**src/rtl/http_response_head_tokenizer_top_macros.svh**
```systemverilog
// Assertion macros for the HTTP response head tokenizer.
`ifndef HTTP_RESPONSE_HEAD_TOKENIZER_TOP_MACROS_SVH
`define HTTP_RESPONSE_HEAD_TOKENIZER_TOP_MACROS_SVH

// Same-cycle implication, clocked on clk, off during rst.
`define HRHT_ASSERT_NOW(label, ante, cons, msg) \
  label: assert property (@(posedge clk) disable iff (rst) (ante) |-> (cons)) \
    else $error(msg);

// Next-cycle implication, clocked on clk, off during rst.
`define HRHT_ASSERT_NEXT(label, ante, cons, msg) \
  label: assert property (@(posedge clk) disable iff (rst) (ante) |=> (cons)) \
    else $error(msg);

`endif

```
**src/rtl/hrht_pkg.sv**
```systemverilog
// Package with tag codes and character constants of the HTTP response head tokenizer.
`timescale 1ns / 1ps

package hrht_pkg;

  localparam logic [3:0] TAG_VERSION_CHAR = 4'd0;
  localparam logic [3:0] TAG_VERSION_END  = 4'd1;
  localparam logic [3:0] TAG_CODE_DONE    = 4'd2;
  localparam logic [3:0] TAG_REASON_CHAR  = 4'd3;
  localparam logic [3:0] TAG_REASON_END   = 4'd4;
  localparam logic [3:0] TAG_NAME_CHAR    = 4'd5;
  localparam logic [3:0] TAG_NAME_END     = 4'd6;
  localparam logic [3:0] TAG_VALUE_CHAR   = 4'd7;
  localparam logic [3:0] TAG_HEADER_END   = 4'd8;
  localparam logic [3:0] TAG_BODY_BYTE    = 4'd9;

  localparam logic [7:0] CH_COLON = 8'h3A;
  localparam logic [7:0] CH_CR    = 8'h0D;
  localparam logic [7:0] CH_LF    = 8'h0A;
  localparam logic [7:0] CH_SP    = 8'h20;
  localparam logic [7:0] CH_ZERO  = 8'h30;
  localparam logic [7:0] CH_NINE  = 8'h39;

  localparam logic [15:0] CODE_MAX = 16'hFFFF;

endpackage

```
**src/rtl/http_response_head_tokenizer_top.sv**
```systemverilog
// Top level of the HTTP response head tokenizer: byte tagging state machine.
//
// Usage: one response byte enters per item on the input channel (byte_in,
// restart; in_valid/in_stall). Each byte yields zero or one tagged item on the
// output channel (tag, data, status_code; out_valid/out_stall). restart set
// returns the parser to the version phase and drops the byte with no result.
// Pipeline: an accepted item passes two register stages, an input register and
// then the result register, before its result shows.
// Throughput: one byte per cycle while the receiver does not stall, set by the
// single state update between the input register and the result register.
// When the receiver stalls, the result register holds its item and the input
// register still takes one more byte; in_stall rises only once both are full.
// Reset (rst, synchronous): both stages empty, parser in the version phase,
// status code accumulator and line flags cleared.
`timescale 1ns / 1ps
`include "http_response_head_tokenizer_top_macros.svh"

module http_response_head_tokenizer_top (
  input  logic        clk,
  input  logic        rst,
  input  logic        in_valid,
  output logic        in_stall,
  input  logic [7:0]  byte_in,
  input  logic        restart,
  output logic        out_valid,
  input  logic        out_stall,
  output logic [3:0]  tag,
  output logic [7:0]  data,
  output logic [15:0] status_code
);

  localparam logic [2:0] PH_VERSION = 3'd0;
  localparam logic [2:0] PH_CODE    = 3'd1;
  localparam logic [2:0] PH_REASON  = 3'd2;
  localparam logic [2:0] PH_HEADER  = 3'd3;
  localparam logic [2:0] PH_BODY    = 3'd4;

  // input register
  logic       in_q_valid;
  logic [7:0] in_q_byte;
  logic       in_q_restart;

  // parser state
  logic [2:0]  phase, phase_next;
  logic [15:0] code_value, code_value_next;
  logic        code_started, code_started_next;
  logic        code_digits_stopped, code_digits_stopped_next;
  logic        line_nonempty, line_nonempty_next;
  logic        colon_seen, colon_seen_next;
  logic        value_started, value_started_next;

  // result of the current item
  logic        res_valid;
  logic [3:0]  res_tag;
  logic [7:0]  res_data;
  logic [15:0] res_code;

  logic        advance;
  logic        is_digit;
  logic [3:0]  digit;
  logic [19:0] code_acc;

  assign advance  = !out_valid || !out_stall;
  assign in_stall = in_q_valid && !advance;

  assign is_digit = (in_q_byte >= hrht_pkg::CH_ZERO) && (in_q_byte <= hrht_pkg::CH_NINE);
  assign digit    = 4'(in_q_byte - hrht_pkg::CH_ZERO);
  assign code_acc = ({4'b0, code_value} << 3) + ({4'b0, code_value} << 1) + {16'b0, digit};

  always_comb begin
    phase_next               = phase;
    code_value_next          = code_value;
    code_started_next        = code_started;
    code_digits_stopped_next = code_digits_stopped;
    line_nonempty_next       = line_nonempty;
    colon_seen_next          = colon_seen;
    value_started_next       = value_started;
    res_valid                = 1'b0;
    res_tag                  = hrht_pkg::TAG_BODY_BYTE;
    res_data                 = 8'd0;
    res_code                 = 16'd0;
    if (in_q_restart) begin
      phase_next               = PH_VERSION;
      code_value_next          = 16'd0;
      code_started_next        = 1'b0;
      code_digits_stopped_next = 1'b0;
      line_nonempty_next       = 1'b0;
      colon_seen_next          = 1'b0;
      value_started_next       = 1'b0;
    end else begin
      case (phase)
        PH_VERSION: begin
          res_valid = 1'b1;
          if (in_q_byte == hrht_pkg::CH_SP) begin
            phase_next               = PH_CODE;
            code_value_next          = 16'd0;
            code_started_next        = 1'b0;
            code_digits_stopped_next = 1'b0;
            res_tag                  = hrht_pkg::TAG_VERSION_END;
          end else begin
            res_tag  = hrht_pkg::TAG_VERSION_CHAR;
            res_data = in_q_byte;
          end
        end
        PH_CODE: begin
          if (in_q_byte == hrht_pkg::CH_SP) begin
            if (code_started) begin
              phase_next = PH_REASON;
              res_valid  = 1'b1;
              res_tag    = hrht_pkg::TAG_CODE_DONE;
              res_code   = code_value;
            end
          end else begin
            code_started_next = 1'b1;
            if (!code_digits_stopped) begin
              if (is_digit) begin
                code_value_next = (code_acc > {4'b0, hrht_pkg::CODE_MAX}) ?
                                  hrht_pkg::CODE_MAX : code_acc[15:0];
              end else begin
                code_digits_stopped_next = 1'b1;
              end
            end
          end
        end
        PH_REASON: begin
          if (in_q_byte == hrht_pkg::CH_LF) begin
            phase_next         = PH_HEADER;
            line_nonempty_next = 1'b0;
            colon_seen_next    = 1'b0;
            value_started_next = 1'b0;
            res_valid          = 1'b1;
            res_tag            = hrht_pkg::TAG_REASON_END;
          end else if (in_q_byte != hrht_pkg::CH_CR) begin
            res_valid = 1'b1;
            res_tag   = hrht_pkg::TAG_REASON_CHAR;
            res_data  = in_q_byte;
          end
        end
        PH_HEADER: begin
          if (in_q_byte == hrht_pkg::CH_LF) begin
            if (!line_nonempty) begin
              phase_next = PH_BODY;
            end else begin
              line_nonempty_next = 1'b0;
              colon_seen_next    = 1'b0;
              value_started_next = 1'b0;
              res_valid          = 1'b1;
              res_tag            = hrht_pkg::TAG_HEADER_END;
            end
          end else if (in_q_byte != hrht_pkg::CH_CR) begin
            line_nonempty_next = 1'b1;
            if (!colon_seen) begin
              res_valid = 1'b1;
              if (in_q_byte == hrht_pkg::CH_COLON) begin
                colon_seen_next = 1'b1;
                res_tag         = hrht_pkg::TAG_NAME_END;
              end else begin
                res_tag  = hrht_pkg::TAG_NAME_CHAR;
                res_data = in_q_byte;
              end
            end else if (value_started || (in_q_byte != hrht_pkg::CH_SP)) begin
              value_started_next = 1'b1;
              res_valid          = 1'b1;
              res_tag            = hrht_pkg::TAG_VALUE_CHAR;
              res_data           = in_q_byte;
            end
          end
        end
        default: begin
          res_valid = 1'b1;
          res_tag   = hrht_pkg::TAG_BODY_BYTE;
          res_data  = in_q_byte;
        end
      endcase
    end
  end

  always_ff @(posedge clk) begin
    if (rst) begin
      in_q_valid          <= 1'b0;
      out_valid           <= 1'b0;
      phase               <= PH_VERSION;
      code_value          <= 16'd0;
      code_started        <= 1'b0;
      code_digits_stopped <= 1'b0;
      line_nonempty       <= 1'b0;
      colon_seen          <= 1'b0;
      value_started       <= 1'b0;
    end else begin
      if (!in_stall) begin
        in_q_valid <= in_valid;
      end
      if (advance) begin
        out_valid <= in_q_valid && res_valid;
      end
      if (in_q_valid && advance) begin
        phase               <= phase_next;
        code_value          <= code_value_next;
        code_started        <= code_started_next;
        code_digits_stopped <= code_digits_stopped_next;
        line_nonempty       <= line_nonempty_next;
        colon_seen          <= colon_seen_next;
        value_started       <= value_started_next;
      end
    end
  end

  always_ff @(posedge clk) begin
    if (in_valid && !in_stall) begin
      in_q_byte    <= byte_in;
      in_q_restart <= restart;
    end
    if (advance) begin
      tag         <= res_tag;
      data        <= res_data;
      status_code <= res_code;
    end
  end

  `HRHT_ASSERT_NEXT(a_held_item_kept, in_q_valid && !advance, in_q_valid, "held item lost")

  `HRHT_ASSERT_NOW(a_code_only_on_done, out_valid && (tag != hrht_pkg::TAG_CODE_DONE), status_code == 16'd0, "status code outside code done")

  `HRHT_ASSERT_NEXT(a_body_sticky, (phase == PH_BODY) && !(in_q_valid && in_q_restart), phase == PH_BODY, "body phase left without restart")

  `HRHT_ASSERT_NEXT(a_restart_to_version, in_q_valid && in_q_restart && advance, (phase == PH_VERSION) && (code_value == 16'd0), "restart did not clear parser")

endmodule
```
**config.mk**
```make
export PLATFORM = sky130hd
export DESIGN_NAME = http_response_head_tokenizer_top
export DESIGN_NICKNAME = d
export VERILOG_FILES = /design/src/rtl/hrht_pkg.sv /design/src/rtl/http_response_head_tokenizer_top.sv
export VERILOG_INCLUDE_DIRS = /design/src /design/src/rtl
export SDC_FILE = /design/constraint.sdc
export NUM_CORES = 1
export LEC_CHECK = 0
export ABC_AREA = 1
export BUFFER_PORTS_ARGS = -buffer_cell sky130_fd_sc_hd__buf_2
export CORE_MARGIN = 2
export CORE_UTILIZATION = 54
export CTS_CLUSTER_DIAMETER = 150
export DETAILED_ROUTE_END_ITERATION = 8
export GPL_ROUTABILITY_DRIVEN = 0
export PLACE_DENSITY = 0.87
export REMOVE_ABC_BUFFERS = 1
export SYNTH_ARGS = -nofsm -noshare
export SYNTH_HDL_FRONTEND = slang
export SYNTH_SLANG_ARGS = --single-unit
```
**constraint.sdc**
```tcl
create_clock -name clk -period 2.6 [get_ports clk]
set_input_delay 0.52 -clock clk [delete_from_list [all_inputs] [get_ports clk]]
set_output_delay 0.52 -clock clk [all_outputs]
set_load 0.02 [all_outputs]
```
After elaboration in Yosys (flattened, before gate mapping). Index checks and enable logic that the tools add are counted.

Add/subtract/negate cells: 3. $lt $le $gt $ge: 3. Equal/unequal tests: 21. Multiplexer cells: 74. Bitwise logic cells: 3. Reductions and logical operators: 22.

Operators with widths (number): 16-bit 2-to-1 mux (6); 8-bit 2-to-1 mux (8); 1-bit 2-to-1 mux (34); 4-bit 2-to-1 mux (8); 16-bit one-hot mux with 2 select lines (1); 8-bit one-hot mux with 4 select lines (1); 3-bit != test, second input constant (9); 3-bit 2-to-1 mux (7); 19-bit by 17-bit adder with 20-bit output (1); 20-bit by 4-bit adder with 20-bit output (1); 20-bit by 16-bit > comparator with 1-bit output, second input constant (1); 8-bit by 6-bit equality test with 1-bit output, second input constant (2); 4-bit != test, second input constant (4); 4-bit one-hot mux with 4 select lines (1); 3-bit one-hot mux with 4 select lines (1); 1-bit one-hot mux with 2 select lines (5); 8-bit by 4-bit equality test with 1-bit output, second input constant (1); 8-bit by 6-bit greater-or-equal comparator with 1-bit output, second input constant (1); 8-bit by 6-bit <= comparator with 1-bit output, second input constant (1); 8-bit by 4-bit != test with 1-bit output, second input constant (1); 8-bit by 6-bit != test with 1-bit output, second input constant (1); 4-bit AND reduction (2); 8-bit AND reduction (1); 7-bit AND reduction (1); other kinds (15) (27).

Bits in registers: 63. Input bits: 13. Output and inout bits: 30. Word-level logic and storage cells: 140.

Logic depth before layout (Yosys ltp).
Depth in word-level cells: 9. Mapped depth: 16.

Worst setup path after synthesis. No wires, ideal clock.

Path kind: reg2reg. Start point: reg in_q_byte[3]. End point: reg code_value[0]. Library setup time: 113 ps. Data arrival time: 2350 ps. Data required time: 2487 ps. Setup slack: 137 ps. Cell stages (with the launch flop): 16. Clock period less this slack: 2463 ps. Cell sequence: edfxtp_1 -> fa_1 -> fa_1 -> nand2_1 -> nand2_1 -> nand3b_1 -> nand2_2 -> nand2_2 -> nand2_1 -> nand2_1 -> nand2_2 -> nor2_4 -> buf_6 -> nand3_1 -> nand2_1 -> nand2_1.

Cells in the longest elaborated chain, start to end: 9. Elaborated cells on any way between the ends: 17.

RTL lines: start: declaration (RTL line http_response_head_tokenizer_top.sv:40) `logic [7:0] in_q_byte;`; start signal: assignment (RTL line http_response_head_tokenizer_top.sv:210) `in_q_byte <= byte_in;`; 4-bit by 1-bit subtractor with 4-bit output (RTL line http_response_head_tokenizer_top.sv:67) `assign digit = 4'(in_q_byte - hrht_pkg::CH_ZERO);`; 20-bit by 4-bit adder with 20-bit output (RTL line http_response_head_tokenizer_top.sv:68) `assign code_acc = ({4'b0, code_value} << 3) + ({4'b0, code_value} << 1) + {16'b0, digit};`; 20-bit by 16-bit > comparator with 1-bit output (RTL line http_response_head_tokenizer_top.sv:117) `code_value_next = (code_acc > {4'b0, hrht_pkg::CODE_MAX}) ?`; 16-bit 2-to-1 mux (RTL line http_response_head_tokenizer_top.sv:117); 16-bit 2-to-1 mux (RTL line http_response_head_tokenizer_top.sv:116) `if (is_digit) begin`; 16-bit 2-to-1 mux (RTL line http_response_head_tokenizer_top.sv:115) `if (!code_digits_stopped) begin`; 16-bit 2-to-1 mux (RTL line http_response_head_tokenizer_top.sv:106) `if (in_q_byte == hrht_pkg::CH_SP) begin`; 16-bit one-hot mux with 2 select lines (RTL line http_response_head_tokenizer_top.sv:91) `case (phase)`; 16-bit 2-to-1 mux (RTL line http_response_head_tokenizer_top.sv:82) `if (in_q_restart) begin`; end signal: assignment (RTL line http_response_head_tokenizer_top.sv:198) `code_value <= code_value_next;`; end: declaration (RTL line http_response_head_tokenizer_top.sv:45) `logic [15:0] code_value, code_value_next;`.

Several ways; a longest one is shown, not always the timed one. The select of a mux whose other input is x is not followed. A chain may end at the register's enable or synchronous reset.

Final worst setup path.
Start point: reg in_q_byte[3]. End point: reg code_value[1].

The elaborated chain is that of the path after synthesis.

==> out/metrics.csv <==
stage,metric,value,unit
logic_synthesis,fraction of synthesis flops using an asynchronous set or reset pin,0,
layout,area of the multi-input gates,2230,sq um
sta,"Min Clock Period, post-route",2520,ps
layout,area overhead of the layout relative to synthesis,18.8,%
die,chip height,91.6,um
status,status,completed,
grt,GRT Total Usage,0.248,
sta,Hold WS,328,ps
detailed_routing,final wirelength,10400,um
detailed_routing,amount of wire on met3 after detailed routing,947,um
pwr,fraction of power spent switching nets,0.250,
logic_synthesis,mux cell area share after synthesis,0,
grt,number of antenna violations at the first check in global routing,0,
logic_synthesis,cell area after synthesis,4150,sq um
logic_synthesis,synthesis-stage register bit count,63,
clock_tree,clk root buf,sky130_fd_sc_hd__clkbuf_8,
critical_path,"critical path fanouts, max",8,
sta,Slew @ Worst Pin,520,ps
critical_path,type of origin of the critical path,flip-flop,
die,horizontal die dimension,91.6,um
detailed_routing,detailed-routing wirelength on met1,4150,um
grt,global-route wire length before repair,16500,um
logic_synthesis,primary flip-flop cell chosen by synthesis mapping,sky130_fd_sc_hd__edfxtp_1,
critical_path,WP data required,2840,ps
critical_path,Setup CP Type,flip-flop to flip-flop,
sta,Final setup viols,0,
layout,area occupied by registers,1630,sq um
pwr,VDD IR max,0.336,mV
logic_synthesis,Synth Warn #,0,
logic_synthesis,Post-Synth Simple-Gate Area,0.332,
logic_synthesis,cell with the most instances after synthesis,sky130_fd_sc_hd__nand2_1,
die,number of core rows,31,
layout,final design area excluding fillers,4930,sq um
detailed_routing,ANT nets after route,0,
logic_synthesis,largest family of logic cells by synthesized area,simple AND/OR/NAND/NOR gates,
detailed_routing,met2 routed wirelength,5090,um
hold_path,Hold/Removal Path Class,primary input to flip-flop,
layout,final net count,647,
logic_synthesis,complex-gate fraction of the synthesized area,0.0604,
logic_synthesis,Synth Area in Adders,0.103,
detailed_routing,initial drt markers,370,
detailed_routing,via count,3859,
pwr,combinational share of power,0.069,
clock_tree,buffer levels on the longest clock path,2,
placed_design,Detail Placement HPWL,7340,um
sta,final max-slew violation count,0,
detailed_routing,number of design rule violations left after detail routing,0,
grt,via count of the first global-routing pass,3674,
pwr,clock network fraction of total power,0.442,
pwr,cell-internal power,1.68,mW
logic_synthesis,biggest area contributors in the synthesized netlist,"sky130_fd_sc_hd__edfxtp_1 27%, sky130_fd_sc_hd__nand2_1 13%, sky130_fd_sc_hd__dfxtp_1 13%",
sta,final worst-path cycle share,0.968,
clock_tree,CTS clock-pin slew for the worst setup and hold paths,90,ps
clock_tree,maximum level of the CTS H-tree,3,
critical_path,Crit. End Element,flip-flop,
detailed_routing,via density per instance,5.47,
pwr,net switching power figure,0.563,mW
placed_design,count of buffers inserted at the top-level ports,42,
run,Maximum Capacitance Violations,0,
pwr,share of power burned in registers,0.490,
sta,relative slew slack,0.653,
layout,share of post-route cells with drive strength above 1,0.233,
sta,final hold vios,0,
placed_design,instance count after placement with tap cells included,688,
logic_synthesis,sequential fraction of the synthesis area,0.393,
layout,post-route non-filler standard cell count,705,
sta,clock skew after layout,17.4,ps
detailed_routing,Detailed Routing Iterations Pass 1,5,
die,total die area,8400,sq um
logic_synthesis,number of enable flip-flop cells after synthesis,37,
die,number of placed I/O pins,43,
die,starting density of the core,0.566,
sta,maximum frequency from static timing analysis,0.397,GHz
placed_design,placed instance area,4570,sq um
pwr,Leak,2.57,nW
grt,Congestion Overflow GR,0,
detailed_routing,top layer used by detailed routing,met4,
layout,number of antenna repair diodes,0,
detailed_routing,wire length per cell,14.8,um
layout,Fillers,576,
logic_synthesis,Cell variety after synth,36,
clock_tree,hold_buf cts,0,
logic_synthesis,library cell occupying the most area in the post-synthesis netlist,sky130_fd_sc_hd__edfxtp_1,
logic_synthesis,synthesized instance count,538,
clock_tree,TritonCTS Buffers,9,
clock_tree,clock tree from TritonCTS,yes,
pwr,ratio of total power to cell area,456,nW/um^2
clock_tree,Clock Sinks,63,
logic_synthesis,most used standard cells in the synthesized netlist,"146 x sky130_fd_sc_hd__nand2_1, 80 x sky130_fd_sc_hd__inv_1, 59 x sky130_fd_sc_hd__nand3_1, 45 x sky130_fd_sc_hd__nor2_1, 37 x sky130_fd_sc_hd__edfxtp_1",
die,area of the core,7330,sq um
logic_synthesis,area fraction of the dominant cell type after synthesis,0.268,
grt,pin count of the biggest net entering global routing,21,
logic_synthesis,synthesized area per cell,7.71,sq um
clock_tree,clock latency on the worst-skew pair,360,ps
critical_path,worst endpoint data arrival time,2760,ps
sta,setup repair after global routing missed its margin,true,
logic_synthesis,post-synthesis xor/xnor area fraction,0.0190,
-- state kept, by name, indices dropped and copies added (netlist names) --
name / cells
in_q_valid: 1
colon_seen: 1
in_q_restart: 1
value_started: 1
tag: 4
data: 8
code_started: 1
code_value: 16
out_valid: 1
line_nonempty: 1
phase: 3
in_q_byte: 8
code_digits_stopped: 1
status_code: 16
-- cell usage in the layout (no fill, tap or decap), drive strengths merged --
cell     count
and2         2
or2          2
edfxtp      37
o21ai        6
o211ai       3
bufinv       2
a211oi       2
buf         59
a31oi        1
nor3         5
nand3b       4
nand4        7
nand3       61
o2111ai      1
inv         89
xnor2        6
nand2      157
nor2        58
clkbuf      10
ha          31
clkinv       2
a21oi       29
o21a         1
xor2         3
fa           2
dfxtp       26
-- final timing paths --
kind                                             start                         end  slack, ps  cells after the start
worst min register to register   phase[1]$_SDFFE_PP0P_       phase[1]$_SDFFE_PP0P_        480                      2
worst max register to register  in_q_byte[3]$_DFFE_PP_  code_value[1]$_SDFFE_PP0P_         80                     15
worst max-delay path            in_q_byte[3]$_DFFE_PP_  code_value[1]$_SDFFE_PP0P_         80                     15
worst min-delay path                        byte_in[7]      in_q_byte[7]$_DFFE_PP_        330                      1
-- cell type report --
class                   instances  share of cell area
multi-input cells             381               0.454
flip-flops and latches         63               0.332
repair buffers                 60              0.0787
inverters                      86              0.0655
clock buffers                   9              0.0251
well taps                      99              0.0251
clock inverters                 7              0.0203
-- power groups by stage --
| stage | logic [mW] | clock network [mW] | registers, mW |
|---|---|---|---|
| finish | 0.154 | 0.992 | 1.10 |
| global route | 0.167 | 1.04 | 1.10 |
| detailed placement | 0.147 | 0 | 1.12 |
| CTS | 0.148 | 0.994 | 1.10 |
| global placement | 0.142 | 0 | 1.12 |
| floorplan | 0.0649 | 0 | 1.15 |
-- metrics by stage --
stage	utilization	setup TNS, ps	total power, mW	setup slack [ps]
final	0.672	0	2.25	82.4
after global routing	0.672	-815	2.31	-66.2
after CTS	0.654	0	2.24	3.16
after detailed placement	0.624	0	1.27	26.5
after global placement	0.624	0	1.26	134
after floorplan	-	0	1.21	145
-- worst max-delay path: stages, from the launching register on --
cell and delay [ps]:
sky130_fd_sc_hd__edfxtp_1 420, sky130_fd_sc_hd__fa_2 500, sky130_fd_sc_hd__fa_2 380, sky130_fd_sc_hd__nand2_2 70, sky130_fd_sc_hd__nand2_2 70, sky130_fd_sc_hd__nand3_2 80
sky130_fd_sc_hd__nand2_2 70, sky130_fd_sc_hd__nand2_2 70, sky130_fd_sc_hd__nand2_1 50, sky130_fd_sc_hd__nand2_1 80, sky130_fd_sc_hd__nand2_2 70, sky130_fd_sc_hd__nor2_4 180
sky130_fd_sc_hd__clkbuf_16 190, sky130_fd_sc_hd__nand3_2 60, sky130_fd_sc_hd__nand2_1 70, sky130_fd_sc_hd__nand2_1 50
-- metal layers --
metal,up-vias,global-route usage
met2,219,0.424
met5,-,0
met4,0,0.0732
li1,1868,-
met3,32,0.0559
met1,1740,0.315
-- logic make-up (layout without fill, tap and decap cells) --
family | Yosys count | in the layout
flip-flops | 63 | 63
XOR/XNOR | 9 | 9
AO/OA/AOI/OAI | 43 | 43
adder cells (fa/ha/maj) | 33 | 33
AND/OR/NAND/NOR | 296 | 296
buffers and inverters | 94 | 162
-- what timing repair did --
action,CTS,global route
endpoints found under the setup margin,0,16
gates resized for setup,0,26
setup buffers,0,0
Note: power is estimated with default switching activity, not from simulation.
